<file path="src/rtl/blt_ram.sv">
module blt_ram #(
    parameter int WIDTH = 8,
    parameter int DEPTH = 16
) (
    input  logic                                  i_clk,
    input  logic                                  i_we,
    input  logic [(DEPTH > 1 ? $clog2(DEPTH) : 1)-1:0] i_wa,
    input  logic [WIDTH-1:0]                      i_wd,
    input  logic [(DEPTH > 1 ? $clog2(DEPTH) : 1)-1:0] i_ra,
    output logic [WIDTH-1:0]                      o_rd
);
    logic [WIDTH-1:0] r_mem [DEPTH];

    // One write port, registered read (old data on collision)
    always_ff @(posedge i_clk) begin
        if (i_we) begin
            r_mem[i_wa] <= i_wd;
        end
        o_rd <= r_mem[i_ra];
    end
endmodule

</file>
<file path="config.mk">
export PLATFORM = sky130hd
export DESIGN_NAME = blt_ram
export DESIGN_NICKNAME = d
export VERILOG_FILES = /design/src/rtl/blt_ram.sv
export SDC_FILE = /design/constraint.sdc
export NUM_CORES = 1
export LEC_CHECK = 0
export ABC_AREA = 0
export ABC_CLOCK_PERIOD_IN_PS = 2300
export BUFFER_PORTS_ARGS = -buffer_cell sky130_fd_sc_hd__buf_2
export CAP_MARGIN = 20
export CELL_PAD_IN_SITES_DETAIL_PLACEMENT = 1
export CELL_PAD_IN_SITES_GLOBAL_PLACEMENT = 1
export CORE_ASPECT_RATIO = 1.75
export CORE_MARGIN = 2
export CORE_UTILIZATION = 53
export CTS_CLUSTER_DIAMETER = 200
export CTS_CLUSTER_SIZE = 16
export DETAILED_ROUTE_END_ITERATION = 10
export PLACE_DENSITY_LB_ADDON = 0.1
export SLEW_MARGIN = 10
export SYNTH_ARGS = -nofsm -noshare
export SYNTH_HDL_FRONTEND = slang
export SYNTH_SLANG_ARGS = --single-unit
</file>
<file path="constraint.sdc">
create_clock -name i_clk -period 2.3 [get_ports i_clk]
set_input_delay 0.23 -clock i_clk [delete_from_list [all_inputs] [get_ports i_clk]]
set_output_delay 0.23 -clock i_clk [all_outputs]
set_load 0.02 [all_outputs]
</file>
Word-level counts from Yosys, hierarchy flattened
Memory sizes are Yosys's and may differ from the RTL's. A register that Yosys moved wholly into a read port is not among the register bits.
Index checks and enable logic that the tools add are counted.

word-level totals
  bits in writable memories = 128
  bits of input ports = 18
  register bits after elaboration = 0
  memories kept = 1
  output and inout port bits = 8
  word-level logic and storage cells = 3

memories
  name   depth  bits a word  rd ports  clocked after memory_dff  write ports  RTL line  source
  r_mem  16     8            1         1                         1            12        logic [WIDTH-1:0] r_mem [DEPTH];

cells by class
  multiplexer cells = 2

operators with widths
  operator  count
  $mux W1   2

Logic depth before layout (Yosys ltp)
Gate-level depths: netlist of run 1.

  depth in word-level cells = 2
  gate-level depth with buffers = 5
  gate-level depth less buffers = 3

Least setup slack after synthesis of run 1
No wires, ideal clock.

  kind = input port to flip-flop
  from = input port i_wa[2] in the netlist's numbering
  to = memory r_mem[0][0], enable pin
  stages on the path = 2
  required time = 1.917 ns
  setup time = 0.383 ns
  buffers on the path = 0
  arrival time = 1.340 ns
  setup slack = 0.577 ns
  cell sequence = or3b_2 > nor3_1

RTL lines
  what         RTL line  source
  from (decl)  7         input logic [(DEPTH > 1 ? $clog2(DEPTH) : 1)-1:0] i_wa,
  to (decl)    12

No word-level cell before the write port.

==> qor.txt, run 1 <==
Status: finished clean
Hold path startpoint: i_wd[1]
Synth Area in XOR/XNOR: 0
Clock slew at reported path FFs: 0.06 ns
Gpl congestion: 0.795
Fin crit share: 0.601
Largest net degree at the start of global routing: 33
Post-synthesis adder-cell area fraction: 0
Final Non-Filler Cells: 416
Initial antenna violation count: 0
Complex-gate fraction of the synthesized area: 0.0233
Top routing layer in use: met4
H-tree depth: 4
Final Max Tran Viols: 0
Final min period: 1.38 ns
WL per Instance: 25.9 um
Hold Vio Cnt, Final: 0
Total negative slack: 0 ns
Top-Level Pins: 26
Antenna cells: 0
Largest family of logic cells by synthesized area: multiplexers
Vias in the first global route: 2673
Worst reg-to-reg path cell count: 3
Post-route setup slack: 0.917 ns
Yosys reg bits: 136
Crit Reg-Reg Startpoint: r_mem[2][5]
Setup violators final: 0
Slew @ Worst Pin: 0.767 ns
Crit. path cell count: 3
Synth Area in Simple Gates: 0.0318
Initial Utilization: 0.544
Post-route ant nets: 0
Pwr dens: 939 mW/mm^2
Hold Crit Depth: 1
CTS Buffer Depth: 2
Placed insts: 385
Mapped Area: 0.00515 sq mm
CTS tree: done
Crit. End Element: register
Routed via count: 2466
Util after Layout: 0.643
Syn. warnings: 0
Cell family with most CP delay: multiplexers
Tot GR Track Use: 0.228
Crit path cell chain: mux4_1, a22oi_1, nand2_1
Slowest stage delay, CP: 0.51 ns
Remaining Overflow, GRT: 0
TritonCTS buffer count: 17
# Post-CTS Setup Buffers: 0
Fin Clk Skew: 0.00979 ns
Rel. slew slack: 0.487
Max IR drop VDD: 0.000663 V
MaxCap Viol Count: 0
Post-synthesis mux area share: 0.150
Synth unique cells: 19
Global-route wire length before repair: 16.5 mm
Area delta synth->final: 18.4%
Worst Setup SP: r_mem[2][5]
Clock sinks: 136
Crit-path max FO: 1
Pleak: 2.08 nW
Detailed Place HPWL: 6.80 mm
Critical path class: register to register
WL met2: 6.19 mm
Post-synthesis cell count: 229
Via-to-Cell Ratio: 5.93
Drt first pass iters: 4
Clk root buf: clkbuf_16
Crit-path slowest cell: mux4_1
Port bufs: 25
Fmax: 723 MHz
FP Rows: 47
Startpoint class of the critical path: register
Die Ht: 134 um
Power Total: 5.72 mW
Final #Nets: 300
Core area: 0.00947 sq mm
WP data required: 2.59 ns
Clock Latency Late Sink: 0.41 ns
DRT iter0 DRCs: 123
Worst Hold Class: input pin to register
PostCTS Resize Cnt: 0
Die area: 0.0105 sq mm
WL met3: 358 um
RSZ-0062 raised after global routing: no
Synthesized net count: 247
Hold buffers post-CTS: 0
Share of layout cells above drive strength 1: 0.310
DRC Markers: 0
Syn_area_per_cell: 22.5 sq um
Seq/Total Area, Yosys: 0.778
Worst path arrival time: 1.68 ns
Final wirelength: 10.8 mm
Critical path buffer and inverter count: 0
M1 WL: 4.11 mm
Die Wd: 78.5 um
Dpl ws: 0.589 ns
-- cells in the final DEF (no fill, tap or decap), drive strengths merged --
cell,Yosys,final
clkinv,0,7
nand3b,2,2
nor3,4,4
edfxtp,128,128
and2b,1,1
nand2,9,9
bufinv,0,3
nor2,13,13
a22oi,16,16
buf,7,44
clkinvlp,0,3
nor2b,1,1
or3b,1,1
mux4,32,32
dfxtp,8,8
clkbuf,0,18
nand2b,2,2
and2,1,1
nand3,1,1
-- cells in the mapped netlist --
cell / instances / area share
or3b_2: 1 / 0.0017
and2b_1: 1 / 0.0015
buf_6: 3 / 0.0066
nor2b_1: 1 / 0.0012
nor2_1: 13 / 0.0095
nor3_1: 4 / 0.0039
nand2b_1: 2 / 0.0024
and2_1: 1 / 0.0012
buf_2: 3 / 0.0029
buf_4: 1 / 0.0015
edfxtp_1: 128 / 0.75
mux4_1: 14 / 0.071
dfxtp_1: 8 / 0.031
clkdlybuf4s25_2: 3 / 0.0058
nand3b_1: 2 / 0.0029
mux4_2: 18 / 0.079
nand2_1: 9 / 0.0066
nand3_1: 1 / 0.00097
a22oi_1: 16 / 0.023
-- report_power, final --
group / switching (mW) / internal, mW
Clock: 0.969 / 1.69
Combinational: 0.165 / 0.111
Sequential: 0.0183 / 2.77
-- flip-flops by register name, summed over array words and instances (netlist names) --
| signal | flops |
|---|---|
| r_mem | 128 |
| o_rd | 8 |
-- worst paths after layout --
kind / to / slack (ns)
setup reg to reg: o_rd[5] / 0.92
hold / removal: r_mem[4][1] / 0.20
setup / recovery: o_rd[5] / 0.92
hold reg to reg: o_rd[0] / 0.67
-- worst register-to-register path, stage by stage (launching register included) --
cell	delay (ns)
edfxtp_1	0.39
mux4_1	0.51
a22oi_1	0.27
nand2_1	0.09
-- stage by stage --
step           cell area [sq um]  hold WS (ns)
2_1_floorplan               5150         0.329
3_3_place_gp                5510         0.599
3_5_place_dp                5510         0.627
4_1_cts                     6090         0.184
5_1_grt                     6090         0.201
6_report                    6090         0.204
-- kinds of logic (layout without fill, tap and decap cells) --
family / count (synthesis) / count (layout)
DFF: 136 / 136
and+or+nand+nor: 35 / 35
muxes: 32 / 32
AOI/OAI and AO/OA: 16 / 16
buffers and inverters: 10 / 75
-- per-layer routing --
| metal | vias up | global-route usage |
|---|---|---|
| met5 | - | 0 |
| met4 | 0 | 0.104 |
| met3 | 9 | 0.0417 |
| met2 | 73 | 0.384 |
| met1 | 1307 | 0.288 |
| li1 | 1077 | - |
-- layout make-up --
type	count	area [sq um]
Clock buffer	18	429
Clock inverter	13	156
Fill cell	790	3380
Multi-Input combinational cell	83	1060
Sequential cell	136	4000
Tap cell	122	153
Timing Repair Buffer	44	293
(Power assumes the default switching activity.)
==> inputs of run 2 (changes only) <==
ABC_CLOCK_PERIOD_IN_PS = 1350   (was 2300)
clock period = 1.35 ns   (was 2.3 ns; I/O delays follow)
==> run 2 against run 1 <==
Power increased by 71%. First-iteration DRC count increased by 29%. Largest power group unchanged. Count of clock-buffer cells in the layout unchanged. Non-clock buffer count increased by 10. Wire length increased by 1.4%. Largest cell class unchanged. Sequential power increased by 70%. Global-route usage increased by 0.074 points. Sequential share of layout area decreased by 1.3 points. Setup slack got worse by 0.89 ns.
==> qor.txt, run 2 (synthesis results as in run 1) <==
Pleak: 2.13 nW (+2.4%)
Hold Slack: 0.109 ns (-0.0950 ns)
Util after Layout: 0.657 (+0.0135)
Remaining Overflow, GRT: 0 (unchanged)
Pwr dens: 1570 mW/mm^2 (+67%)
Filler cell count: 778 (-1.5%)
CTS Buffer Depth: 2 (unchanged)
Worst path arrival time: 1.62 ns (-0.06 ns)
Hold Vio Cnt, Final: 0 (unchanged)
Initial Utilization: 0.544 (unchanged)
Initial antenna violation count: 0 (unchanged)
Dpl ws: -0.230 ns (-0.818 ns)
Post-route setup slack: 0.0283 ns (-0.889 ns)
Leading cell types in the layout, fill and taps excluded: 128 x edfxtp_1, 25 x buf_2, 25 x buf_4
Reg power frac: 0.487 (about the same)
Post-route ant nets: 0 (unchanged)
Via-to-Cell Ratio: 5.94 (+0.27%)
Die area: 0.0105 sq mm (unchanged)
Vias in the first global route: 2823 (+5.6%)
Clk pwr share: 0.460 (-0.004)
Biggest register: r_mem
Max IR drop VDD: 0.00113 V (+71%)
Gate power share: 0.054 (+0.006)
WP data required: 1.65 ns (-0.94 ns)
Critical path class: register to register
Gpl congestion: 0.749 (-5.9%)
Final wirelength: 10.9 mm (+1.4%)
Port bufs: 25 (unchanged)
Fmax: 757 MHz (+4.6%)
Startpoint class of the critical path: register
Routed via count: 2538 (+2.9%)
Worst Hold Class: input pin to register
Largest registers: r_mem x128, o_rd x8
MaxCap Viol Count: 0 (unchanged)
Slowest stage delay, CP: 0.53 ns (+0.02 ns)
Max reg flops: 128 (unchanged)
Fin Clk Skew: 0.00548 ns (-0.00431 ns)
Switching share of power: 0.215 (+0.0134)
Status: finished clean
WL per Instance: 25.6 um (-1.2%)
DRC Markers: 0 (unchanged)
Global-route wire length before repair: 16.5 mm (-0.13%)
Crit path cell chain: mux4_1, a22oi_2, nand2_1
Clock slew at reported path FFs: 0.06 ns (about the same)
Final Max Tran Viols: 0 (unchanged)
Clock Latency Late Sink: 0.42 ns (about the same)
Detailed Place HPWL: 7.07 mm (+4.0%)
TritonCTS buffer count: 17 (unchanged)
Total negative slack: 0 ns (unchanged)
Clk root buf: clkbuf_16
Tot GR Track Use: 0.229 (+0.000738)
Area delta synth->final: 20.8%
Fin crit share: 0.979 (+0.378)
Largest net degree at the start of global routing: 23 (-30%)
RSZ-0062 raised after global routing: yes
Slew @ Worst Pin: 1.02 ns (+0.249 ns)
NetSw: 2.10 mW (+82%)
Final #Nets: 310 (+3.3%)
Core area: 0.00947 sq mm (unchanged)
FP Rows: 47 (unchanged)
Rel. slew slack: 0.320 (-0.167)
DRT iter0 DRCs: 159 (+29%)
Clock sinks: 136 (unchanged)
H-tree depth: 4 (unchanged)
Setup violators final: 0 (unchanged)
Die Ht: 134 um (unchanged)
CTS tree: done
Top-Level Pins: 26 (unchanged)
Critical path buffer and inverter count: 0 (unchanged)
Die Wd: 78.5 um (unchanged)
Pint: 7.67 mW (+68%)
Crit-path max FO: 1 (unchanged)
Drt first pass iters: 6 (+2)
Crit. End Element: register
Antenna cells: 0 (unchanged)
Share of layout cells above drive strength 1: 0.380 (+0.0708)
Final min period: 1.32 ns (-0.0611 ns)
Most common cell after layout, fill and taps aside: edfxtp_1
Cell family with most CP delay: multiplexers
Crit-path slowest cell: mux4_1
-- run 2: cell types whose count changed in the layout (fill, tap and decap cells not counted), moves of 2 or more --
cell / previous run / this run
a22oi_2: 0 / 8
a22oi_1: 16 / 8
clkinv_1: 2 / 0
buf_4: 17 / 25
buf_12: 2 / 4
inv_6: 0 / 2
mux4_1: 14 / 11
mux4_2: 18 / 21
-- run 2: through the flow --
step / instances / power [mW] / instance area, sq um
detailed placement: 395 / 5.35 / 5610
CTS: 427 / 9.81 / 6190
finish: 427 / 9.76 / 6220
global placement: 395 / 5.32 / 5610
floorplan: 229 / 5.10 / 5150
global route: 427 / 9.98 / 6220
-- run 2: final timing paths --
check	from	to	slack, ns	cells past startpoint
worst max-delay path	r_mem[1][5]	o_rd[5]	0.03	3
worst min register to register	r_mem[12][0]	o_rd[0]	0.69	3
worst min-delay path	i_wd[0]	r_mem[4][0]	0.11	1
worst max register to register	r_mem[1][5]	o_rd[5]	0.03	3
-- run 2: final cells by class --
class,count,area (sq um),area share
sequential,136,4000,0.644
clock inverter,14,150,0.0241
tap,122,153,0.0245
clock buffer,18,429,0.0690
timing repair buffer,54,393,0.0632
multi-input combinational,83,1090,0.175
-- run 2: power by group through the flow --
stage               registers (mW)  clock network, mW  logic (mW)
CTS                           4.75               4.54       0.516
floorplan                     4.86                  0       0.240
finish                        4.75               4.49       0.524
global placement              4.83                  0       0.490
global route                  4.76               4.66       0.568
detailed placement            4.84                  0       0.510
-- run 2: timing repair --
action | 4_1_cts | 5_1_grt
endpoints found under the hold margin | 0 | 0
setup endpoints to repair | 2 | 7
hold buffers | 0 | 0
pin swaps | 0 | 2
buffers inserted | 0 | 0
gates resized for setup | 2 | 9
-- run 2: layer usage --
layer | up-vias | global-route usage | wire length (um)
li1 | 1095 | - | -
met1 | 1351 | 0.253 | 4080
met2 | 73 | 0.425 | 6300
met3 | 19 | 0.0498 | 334
met4 | 0 | 0.0848 | 201
met5 | - | 0 | 0
